**src/hw/rtl/tfq_pkg.sv**
```systemverilog
// Shared constants, codes and controller/datapath structs for the frame queue.
// No dependencies.
package tfq_pkg;

  localparam int TIME_W        = 40;
  localparam int HANDLE_W      = 16;
  localparam int COUNT_W       = 5;
  localparam int DROP_W        = 4;
  localparam int MODE_W        = 3;
  localparam int DEPTH_DEFAULT = 16;

  localparam logic [COUNT_W-1:0] CAP_RESET = 5'd16;

  localparam logic [MODE_W-1:0] MODE_PUSH  = 3'd0;
  localparam logic [MODE_W-1:0] MODE_POP   = 3'd1;
  localparam logic [MODE_W-1:0] MODE_PEEK  = 3'd2;
  localparam logic [MODE_W-1:0] MODE_FLUSH = 3'd3;
  localparam logic [MODE_W-1:0] MODE_DROP  = 3'd4;
  localparam logic [MODE_W-1:0] MODE_NEAR  = 3'd5;

  localparam logic [1:0] RD_HEAD = 2'd0;
  localparam logic [1:0] RD_NEXT = 2'd1;
  localparam logic [1:0] RD_SCAN = 2'd2;

  localparam logic [1:0] SRC_NONE = 2'd0;
  localparam logic [1:0] SRC_DATA = 2'd1;
  localparam logic [1:0] SRC_BEST = 2'd2;

  typedef struct packed {
    logic       load_op;
    logic       push_write;
    logic       flush;
    logic       head_pop;
    logic       rd_en;
    logic [1:0] rd_sel;
    logic       scan_start;
    logic       scan_step;
    logic       scan_issue;
    logic       drop_inc;
    logic       emit;
    logic       emit_ok;
    logic [1:0] emit_src;
  } tfq_cmd_t;

  typedef struct packed {
    logic [MODE_W-1:0] mode;
    logic              can_push;
    logic              empty;
    logic              count_gt1;
    logic              count_gt2;
    logic              drop_hit;
    logic              scan_last;
  } tfq_status_t;

endpackage

```
**src/hw/rtl/tfq_ram.sv**
```systemverilog
// Generic single-write, single-read RAM with registered read data.
// No dependencies.
module tfq_ram #(
  parameter int WIDTH = 8,
  parameter int DEPTH = 16
) (
  input  logic                     clk,
  input  logic                     wr_en,
  input  logic [$clog2(DEPTH)-1:0] wr_addr,
  input  logic [WIDTH-1:0]         wr_data,
  input  logic                     rd_en,
  input  logic [$clog2(DEPTH)-1:0] rd_addr,
  output logic [WIDTH-1:0]         rd_data
);

  logic [WIDTH-1:0] mem [DEPTH];

  always_ff @(posedge clk) begin
    if (wr_en) begin
      mem[wr_addr] <= wr_data;
    end
    if (rd_en) begin
      rd_data <= mem[rd_addr];
    end
  end

endmodule

```
**src/hw/rtl/tfq_ctrl.sv**
```systemverilog
// Controller state machine of the frame queue: sequences each operation.
// Depends on tfq_pkg.
module tfq_ctrl (
  input  logic                clk,
  input  logic                rst,
  input  logic                start,
  input  tfq_pkg::tfq_status_t status,
  output tfq_pkg::tfq_cmd_t    cmd,
  output logic                busy
);
  import tfq_pkg::*;

  localparam logic [2:0] S_IDLE = 3'd0;
  localparam logic [2:0] S_DISP = 3'd1;
  localparam logic [2:0] S_READ = 3'd2;
  localparam logic [2:0] S_DROP = 3'd3;
  localparam logic [2:0] S_SCAN = 3'd4;
  localparam logic [2:0] S_LFIN = 3'd5;

  logic [2:0] state;
  logic [2:0] state_next;

  always_ff @(posedge clk) begin
    if (rst) begin
      state <= S_IDLE;
    end else begin
      state <= state_next;
    end
  end

  assign busy = (state != S_IDLE);

  always_comb begin
    cmd        = '0;
    state_next = state;
    case (state)
      S_IDLE: begin
        if (start) begin
          cmd.load_op = 1'b1;
          state_next  = S_DISP;
        end
      end
      S_DISP: begin
        state_next = S_IDLE;
        case (status.mode)
          MODE_PUSH: begin
            cmd.push_write = status.can_push;
            cmd.emit       = 1'b1;
            cmd.emit_ok    = status.can_push;
          end
          MODE_POP, MODE_PEEK: begin
            if (status.empty) begin
              cmd.emit = 1'b1;
            end else begin
              cmd.rd_en  = 1'b1;
              cmd.rd_sel = RD_HEAD;
              state_next = S_READ;
            end
          end
          MODE_FLUSH: begin
            cmd.flush   = 1'b1;
            cmd.emit    = 1'b1;
            cmd.emit_ok = 1'b1;
          end
          MODE_DROP: begin
            if (status.count_gt1) begin
              cmd.rd_en  = 1'b1;
              cmd.rd_sel = RD_HEAD;
              state_next = S_DROP;
            end else begin
              cmd.emit    = 1'b1;
              cmd.emit_ok = 1'b1;
            end
          end
          MODE_NEAR: begin
            if (status.empty) begin
              cmd.emit = 1'b1;
            end else begin
              cmd.rd_en      = 1'b1;
              cmd.rd_sel     = RD_HEAD;
              cmd.scan_start = 1'b1;
              state_next     = S_SCAN;
            end
          end
          default: begin
            cmd.emit = 1'b1;
          end
        endcase
      end
      S_READ: begin
        cmd.emit     = 1'b1;
        cmd.emit_ok  = 1'b1;
        cmd.emit_src = SRC_DATA;
        cmd.head_pop = (status.mode == MODE_POP);
        state_next   = S_IDLE;
      end
      S_DROP: begin
        if (status.drop_hit) begin
          cmd.head_pop = 1'b1;
          cmd.drop_inc = 1'b1;
        end
        if (status.drop_hit && status.count_gt2) begin
          cmd.rd_en  = 1'b1;
          cmd.rd_sel = RD_NEXT;
        end else begin
          cmd.emit    = 1'b1;
          cmd.emit_ok = 1'b1;
          state_next  = S_IDLE;
        end
      end
      S_SCAN: begin
        cmd.scan_step = 1'b1;
        if (status.scan_last) begin
          state_next = S_LFIN;
        end else begin
          cmd.rd_en      = 1'b1;
          cmd.rd_sel     = RD_SCAN;
          cmd.scan_issue = 1'b1;
        end
      end
      S_LFIN: begin
        cmd.emit     = 1'b1;
        cmd.emit_ok  = 1'b1;
        cmd.emit_src = SRC_BEST;
        state_next   = S_IDLE;
      end
      default: begin
        state_next = S_IDLE;
      end
    endcase
  end

endmodule

```
**src/hw/rtl/tfq_datapath.sv**
```systemverilog
// Datapath of the frame queue: pointers, capacity, entry RAM, scan and result registers.
// Depends on tfq_pkg and tfq_ram.
module tfq_datapath #(
  parameter int DEPTH = tfq_pkg::DEPTH_DEFAULT
) (
  input  logic                          clk,
  input  logic                          rst,
  input  tfq_pkg::tfq_cmd_t             cmd,
  output tfq_pkg::tfq_status_t          status,
  input  logic [tfq_pkg::MODE_W-1:0]    mode,
  input  logic [tfq_pkg::TIME_W-1:0]    time_us,
  input  logic [tfq_pkg::HANDLE_W-1:0]  frame_handle,
  input  logic                          cfg_wr_en,
  input  logic [tfq_pkg::COUNT_W-1:0]   cfg_wr_data,
  output logic                          done,
  output logic                          ok,
  output logic [tfq_pkg::HANDLE_W-1:0]  out_handle,
  output logic [tfq_pkg::TIME_W-1:0]    out_time_us,
  output logic [tfq_pkg::DROP_W-1:0]    dropped_count,
  output logic [tfq_pkg::COUNT_W-1:0]   occupancy,
  output logic                          is_full,
  output logic                          is_empty
);
  import tfq_pkg::*;

  localparam int IDX_W   = $clog2(DEPTH);
  localparam int SUM_W   = ((IDX_W > COUNT_W) ? IDX_W : COUNT_W) + 1;
  localparam int ENTRY_W = TIME_W + HANDLE_W;
  localparam logic [SUM_W-1:0] DEPTH_S = SUM_W'(DEPTH);

  function automatic logic [IDX_W-1:0] wrap_slot(input logic [SUM_W-1:0] s);
    logic [SUM_W-1:0] r;
    r = (s >= DEPTH_S) ? s - DEPTH_S : s;
    return r[IDX_W-1:0];
  endfunction

  logic [MODE_W-1:0]   op_mode;
  logic [TIME_W-1:0]   op_time;
  logic [HANDLE_W-1:0] op_handle;
  logic [IDX_W-1:0]    head;
  logic [IDX_W-1:0]    head_next;
  logic [COUNT_W-1:0]  count;
  logic [COUNT_W-1:0]  count_next;
  logic [COUNT_W-1:0]  cap;
  logic [COUNT_W-1:0]  scan_idx;
  logic [DROP_W-1:0]   drop_cnt;
  logic [DROP_W-1:0]   drop_cnt_next;
  logic [TIME_W-1:0]   best_d;
  logic [TIME_W-1:0]   best_time;
  logic [HANDLE_W-1:0] best_handle;

  logic [SUM_W-1:0]    eff_cap;
  logic [SUM_W-1:0]    cap_ext;
  logic [SUM_W-1:0]    head_ext;
  logic [IDX_W-1:0]    head_inc;
  logic [IDX_W-1:0]    wr_addr;
  logic [IDX_W-1:0]    rd_addr;
  logic [ENTRY_W-1:0]  rd_data;
  logic [TIME_W-1:0]   rd_time;
  logic [HANDLE_W-1:0] rd_handle;
  logic [TIME_W:0]     diff_up;
  logic [TIME_W-1:0]   diff_dn;
  logic [TIME_W-1:0]   time_gap;
  logic                take;

  assign cap_ext  = SUM_W'(cap);
  assign eff_cap  = (cap_ext < DEPTH_S) ? cap_ext : DEPTH_S;
  assign head_ext = SUM_W'(head);
  assign head_inc = wrap_slot(head_ext + SUM_W'(1));
  assign wr_addr  = wrap_slot(head_ext + SUM_W'(count));

  always_comb begin
    case (cmd.rd_sel)
      RD_HEAD: rd_addr = head;
      RD_NEXT: rd_addr = head_inc;
      RD_SCAN: rd_addr = wrap_slot(head_ext + SUM_W'(scan_idx));
      default: rd_addr = head;
    endcase
  end

  tfq_ram #(
    .WIDTH (ENTRY_W),
    .DEPTH (DEPTH)
  ) u_ram (
    .clk     (clk),
    .wr_en   (cmd.push_write),
    .wr_addr (wr_addr),
    .wr_data ({op_time, op_handle}),
    .rd_en   (cmd.rd_en),
    .rd_addr (rd_addr),
    .rd_data (rd_data)
  );

  assign rd_time   = rd_data[ENTRY_W-1:HANDLE_W];
  assign rd_handle = rd_data[HANDLE_W-1:0];
  assign diff_up   = {1'b0, rd_time} - {1'b0, op_time};
  assign diff_dn   = op_time - rd_time;
  assign time_gap  = diff_up[TIME_W] ? diff_dn : diff_up[TIME_W-1:0];
  assign take      = (scan_idx == COUNT_W'(1)) || (time_gap < best_d);

  assign status.mode      = op_mode;
  assign status.can_push  = SUM_W'(count) < eff_cap;
  assign status.empty     = (count == '0);
  assign status.count_gt1 = (count > COUNT_W'(1));
  assign status.count_gt2 = (count > COUNT_W'(2));
  assign status.drop_hit  = diff_up[TIME_W];
  assign status.scan_last = (scan_idx == count);

  always_comb begin
    count_next = count;
    head_next  = head;
    if (cmd.flush) begin
      count_next = '0;
      head_next  = '0;
    end else if (cmd.push_write) begin
      count_next = count + COUNT_W'(1);
    end else if (cmd.head_pop) begin
      count_next = count - COUNT_W'(1);
      head_next  = head_inc;
    end
  end

  always_comb begin
    drop_cnt_next = drop_cnt;
    if (cmd.drop_inc && (drop_cnt != '1)) begin
      drop_cnt_next = drop_cnt + DROP_W'(1);
    end
  end

  always_ff @(posedge clk) begin
    if (rst) begin
      head     <= '0;
      count    <= '0;
      cap      <= CAP_RESET;
      done     <= 1'b0;
      scan_idx <= '0;
      drop_cnt <= '0;
    end else begin
      head <= head_next;
      count <= count_next;
      done <= cmd.emit;
      if (cfg_wr_en) begin
        cap <= cfg_wr_data;
      end
      if (cmd.load_op) begin
        drop_cnt <= '0;
      end else begin
        drop_cnt <= drop_cnt_next;
      end
      if (cmd.scan_start) begin
        scan_idx <= COUNT_W'(1);
      end else if (cmd.scan_issue) begin
        scan_idx <= scan_idx + COUNT_W'(1);
      end
    end
  end

  always_ff @(posedge clk) begin
    if (cmd.load_op) begin
      op_mode   <= mode;
      op_time   <= time_us;
      op_handle <= frame_handle;
    end
    if (cmd.scan_step && take) begin
      best_d      <= time_gap;
      best_time   <= rd_time;
      best_handle <= rd_handle;
    end
    if (cmd.emit) begin
      ok            <= cmd.emit_ok;
      dropped_count <= drop_cnt_next;
      occupancy     <= count_next;
      is_full       <= SUM_W'(count_next) >= eff_cap;
      is_empty      <= (count_next == '0);
      case (cmd.emit_src)
        SRC_DATA: begin
          out_handle  <= rd_handle;
          out_time_us <= rd_time;
        end
        SRC_BEST: begin
          out_handle  <= best_handle;
          out_time_us <= best_time;
        end
        default: begin
          out_handle  <= '0;
          out_time_us <= '0;
        end
      endcase
    end
  end

endmodule

```
**src/hw/rtl/timestamped_frame_queue.sv**
```systemverilog
// Top level of the timestamped frame queue: controller plus datapath.
// Depends on tfq_pkg, tfq_ctrl, tfq_datapath (and tfq_ram below it).
//
// Usage:
//   Command channel: a transaction is taken on a rising edge with start high and
//   busy low; mode, time_us and frame_handle are sampled then.
//   Result channel: done is high for exactly one cycle with ok, out_handle,
//   out_time_us, dropped_count, occupancy, is_full and is_empty; the receiver
//   cannot stall it and must take it in that cycle.
//   Configuration: cfg_wr_en with cfg_wr_data writes the capacity limit; write
//   only while busy is low and no result is pending.
// Sequence (accept edge to done cycle): push, flush, rejected or unknown
//   operations emit from dispatch; pop and peek add a RAM read; drop-before
//   examines entries; nearest scans all entries, one a cycle via the RAM read port.
//   A new command may be taken at the edge that ends the done cycle, so one
//   transaction occupies the block for exactly its latency.
// Reset: rst empties the queue and sets the capacity limit to 16; entry storage
//   is left as it is.
module timestamped_frame_queue #(
  parameter int DEPTH = tfq_pkg::DEPTH_DEFAULT
) (
  input  logic                          clk,
  input  logic                          rst,
  input  logic                          start,
  output logic                          busy,
  input  logic [tfq_pkg::MODE_W-1:0]    mode,
  input  logic [tfq_pkg::TIME_W-1:0]    time_us,
  input  logic [tfq_pkg::HANDLE_W-1:0]  frame_handle,
  input  logic                          cfg_wr_en,
  input  logic [tfq_pkg::COUNT_W-1:0]   cfg_wr_data,
  output logic                          done,
  output logic                          ok,
  output logic [tfq_pkg::HANDLE_W-1:0]  out_handle,
  output logic [tfq_pkg::TIME_W-1:0]    out_time_us,
  output logic [tfq_pkg::DROP_W-1:0]    dropped_count,
  output logic [tfq_pkg::COUNT_W-1:0]   occupancy,
  output logic                          is_full,
  output logic                          is_empty
);
  import tfq_pkg::*;

  tfq_cmd_t    cmd;
  tfq_status_t status;

  tfq_ctrl u_ctrl (
    .clk    (clk),
    .rst    (rst),
    .start  (start),
    .status (status),
    .cmd    (cmd),
    .busy   (busy)
  );

  tfq_datapath #(
    .DEPTH (DEPTH)
  ) u_datapath (
    .clk           (clk),
    .rst           (rst),
    .cmd           (cmd),
    .status        (status),
    .mode          (mode),
    .time_us       (time_us),
    .frame_handle  (frame_handle),
    .cfg_wr_en     (cfg_wr_en),
    .cfg_wr_data   (cfg_wr_data),
    .done          (done),
    .ok            (ok),
    .out_handle    (out_handle),
    .out_time_us   (out_time_us),
    .dropped_count (dropped_count),
    .occupancy     (occupancy),
    .is_full       (is_full),
    .is_empty      (is_empty)
  );

endmodule

```
**config.mk**
```make
export PLATFORM = sky130hd
export DESIGN_NAME = timestamped_frame_queue
export DESIGN_NICKNAME = d
export VERILOG_FILES = /design/src/hw/rtl/tfq_pkg.sv /design/src/hw/rtl/tfq_ram.sv /design/src/hw/rtl/tfq_ctrl.sv /design/src/hw/rtl/tfq_datapath.sv /design/src/hw/rtl/timestamped_frame_queue.sv
export SDC_FILE = /design/constraint.sdc
export NUM_CORES = 2
export LEC_CHECK = 0
export ABC_AREA = 1
export BUFFER_PORTS_ARGS = -buffer_cell sky130_fd_sc_hd__buf_4
export CORE_ASPECT_RATIO = 0.7
export CORE_MARGIN = 4
export CORE_UTILIZATION = 64
export CTS_CLUSTER_SIZE = 30
export DETAILED_ROUTE_END_ITERATION = 8
export PLACE_DENSITY = 0.84
export SYNTH_ARGS = -nofsm -noshare
export SYNTH_HDL_FRONTEND = slang
export SYNTH_SLANG_ARGS = --single-unit
export TNS_END_PERCENT = 30
```
**constraint.sdc**
```tcl
create_clock -name clk -period 13.8 [get_ports clk]
set_input_delay 3.45 -clock clk [delete_from_list [all_inputs] [get_ports clk]]
set_output_delay 3.45 -clock clk [all_outputs]
set_load 0.02 [all_outputs]
```
==> flow_metrics.py <==
metrics = {
    "outcome": {
        "status": "finished, final reports clean",
    },
    "power": {
        "power.leakage_nw": 21.0,
        "vdd_drop_max_v": 0.000112,
        "comb_power_share_pct": 4.8,
        "p_sw_w": 0.00164,
        "pwr-share-seq_pct": 55.0,
        "power_density_nw_per_um2": 128,
        "power.share.switching_pct": 21.9,
        "p_clk_share_pct": 40.3,
        "power.internal_w": 0.00584,
    },
    "worst_hold_path": {
        "min_from": "u_datapath.u_ram.rd_data[8]$_DFFE_PP_",
        "min_delay_path_depth": 0,
        "holdPathEnd": "u_datapath.best_handle[8]$_DFFE_PP_",
        "hp-class": "flop to flop",
    },
    "global_route": {
        "antenna_found_initial": 2,
        "grt_max_degree": 140,
        "overflow": 0,
        "grt_pass1_vias": 34400,
        "grtUsageTotal_pct": 33.5,
        "grt_pass1_wl_um": 217000,
    },
    "clocking": {
        "clkTransAtPathRegs_ps": 70,
        "clock_latency_ps": 690,
        "postCtsSetupBuffers": 0,
        "htreeDepth": 3,
        "clock_path_buffers": 3,
        "root_buffer": "clkbuf_16",
        "cts_hold_buf": 0,
        "cts.sinks": 1202,
        "cts_tree": "yes",
        "cts_resized": 0,
        "numCtsBuffers": 105,
    },
    "die": {
        "start_util_pct": 65.1,
        "rows": 87,
        "die_h_um": 248,
        "core_um2": 81200,
        "io_pins": 138,
        "die_w_um": 351,
        "die_area_um2": 87300,
    },
    "sta": {
        "setup_tns_ps": 0,
        "rsz0062_at_grt": "false",
        "relSlewSlack_pct": 17.1,
        "period_share_pct": 59.3,
        "finClkSkew_ps": 20.8,
        "tightest_slew_ps": 1240,
        "setup_viol": 0,
        "final-hold-violation-count": 0,
        "fmax_mhz": 122,
        "slew_viol_final": 0,
        "fin_crit_ps": 8180,
    },
    "synthesis": {
        "ys_top_cells_by_area": "edfxtp_1, nor2_1, o21ai_0",
        "netlist_area_um2": 52800,
        "ys_ff_latch": 1202,
        "async_flop_share_pct": 0,
        "avgSynthCellArea_um2": 12.1,
        "netlist_instances": 4384,
        "syn-num-nets": 4600,
        "yosysTopAreaCellShare_pct": 66.8,
        "ys_seq_area_share_pct": 67.8,
        "yosys.area.top_type": "edfxtp_1",
        "synth-main-ff-cell": "edfxtp_1",
        "synth_edf_count": 1175,
        "ys_warn_count": 0,
        "synth_cell_type_count": 61,
    },
    "worst_setup_path": {
        "arrival_ps": 8620,
        "cp-start-kind": "flop",
        "crit_type": "flop to flop",
        "required_ps": 14240,
        "reg2reg_from": "u_datapath.op_time[0]$_DFFE_PP_",
        "critPathMaxFanout": 115,
        "startpoint": "u_datapath.op_time[0]$_DFFE_PP_",
        "slowest_stage": "buf_4",
        "cpPeakStageDelay_ps": 970,
        "critPathCaptureType": "flop",
        "reg2reg_depth": 26,
        "r2r_slack_ps": 5620,
        "worstReg2RegEnd": "u_datapath.u_ram.rd_data[24]$_DFFE_PP_",
    },
    "final_layout": {
        "fillers": 5202,
        "final_cell_count_no_fill": 5628,
        "layout_common_cells": "edfxtp_1, nor2_1, nand2_1",
        "mostFrequentLayoutCell": "edfxtp_1",
        "drive_gt1_share_pct": 10.7,
        "final_nets": 4687,
        "diodes": 0,
        "syn_to_final_growth_pct": 10.4,
    },
    "place": {
        "dp.cells": 5432,
        "place.gp.congestion": 1.02,
        "dp_hpwl_um": 86200,
        "io_buffers": 137,
    },
    "drt": {
        "drtAntennaViolNets": 0,
        "drcViolationCount": 0,
        "drt_wl_total_um": 147000,
        "drtIter0Drc": 5184,
        "first_pass_iters": 8,
        "drt-wirelength-per-cell_um": 26.1,
        "routed_via_density": 6.43,
        "vias": 36200,
    },
    "job": {
        "drv_cap": 0,
    },
}
==> flip-flops by register name (all words and copies together) (netlist names), 3 cells and up <==
signal and count:
u_datapath.u_ram.mem 896, u_datapath.u_ram.rd_data 56, u_datapath.best_d 40, u_datapath.best_time 40
u_datapath.op_time 40, u_datapath.out_time_us 40, u_datapath.best_handle 16, u_datapath.op_handle 16
u_datapath.out_handle 16, u_datapath.cap 5, u_datapath.count 5, u_datapath.occupancy 5
u_datapath.scan_idx 5, u_datapath.drop_cnt 4, u_datapath.dropped_count 4, u_datapath.head 4
u_ctrl.state 3, u_datapath.op_mode 3
==> power groups by stage <==
stage          Clock, W  Sequential, W  Combinational, W
2_1_floorplan         0        0.00418          0.000195
3_3_place_gp          0        0.00418          0.000345
3_5_place_dp          0        0.00419          0.000348
4_1_cts         0.00302        0.00411          0.000350
5_1_grt         0.00319        0.00411          0.000387
6_report        0.00301        0.00411          0.000357
==> cell usage after synthesis, types with 100 or more instances <==
master,n
a21oi_1,165
clkbuf_1,128
edfxtp_1,1175
ha_1,144
inv_1,316
nand2_1,429
nand3_1,111
nor2_1,636
nor3_1,119
o21ai_0,378
o21bai_1,100
o32ai_1,111
==> area by class of cell <==
class	count	area, um^2	area share [%]
Sequential cell	1202	35800	61.4
Multi-Input combinational cell	2654	15100	25.8
Clock buffer	131	2810	4.82
Timing Repair Buffer	186	1400	2.39
Tap cell	1068	1340	2.29
Inverter	322	1230	2.10
Clock inverter	65	677	1.16
==> how the worst max path moves through the flow <==
stage / cells past startpoint / endpoint / slack (ps)
4_1_cts: 26 / u_datapath.u_ram.rd_data[24]$_DFFE_PP_ / 5890
3_5_place_dp: 26 / u_datapath.u_ram.rd_data[24]$_DFFE_PP_ / 6040
2_1_floorplan: 26 / u_datapath.best_d[0]$_DFFE_PP_ / 5040
5_1_grt: 26 / u_datapath.u_ram.rd_data[24]$_DFFE_PP_ / 5230
6_report: 26 / u_datapath.u_ram.rd_data[24]$_DFFE_PP_ / 5620
3_3_place_gp: 26 / u_datapath.u_ram.rd_data[30]$_DFFE_PP_ / 6330
==> layer usage <==
layer | vias to the layer above | track usage [%] | share of wire [%]
met5 | - | 0 | 0
met4 | 0 | 11.9 | 3.5
met3 | 331 | 6.52 | 12
met2 | 2468 | 51.2 | 45
met1 | 17500 | 48.8 | 39
li1 | 15900 | - | -
==> logic make-up after synthesis <==
family	synth area share (%)
and+or+nand+nor	11.9
DFF	67.8
AOI/OAI and AO/OA	11.8
buffers and inverters	4.05
adders and majority gates	3.56
xor gates and xnor gates	0.862
muxes	0.0379
==> critical path: cells and delay by family, from the launching register on <==
family	cells	cell delay [ps]
AO/OA/AOI/OAI	4	920
adder cells (fa/ha/maj)	3	1090
AND/OR/NAND/NOR	11	1420
buffers and inverters	8	3590
flip-flops	1	710
==> per-stage QoR <==
stage          util (%)  hold slack (ps)  instance area, um^2  power [W]  worst slack (ps)
2_1_floorplan         -              428                52800    0.00437              5040
3_3_place_gp       67.6              430                54900    0.00453              6330
3_5_place_dp       67.6              442                54900    0.00453              6040
4_1_cts            71.9              464                58300    0.00748              5890
5_1_grt            71.9              481                58300    0.00769              5230
6_report           71.9              474                58300    0.00748              5620
Power figures use the tool's default switching activity.
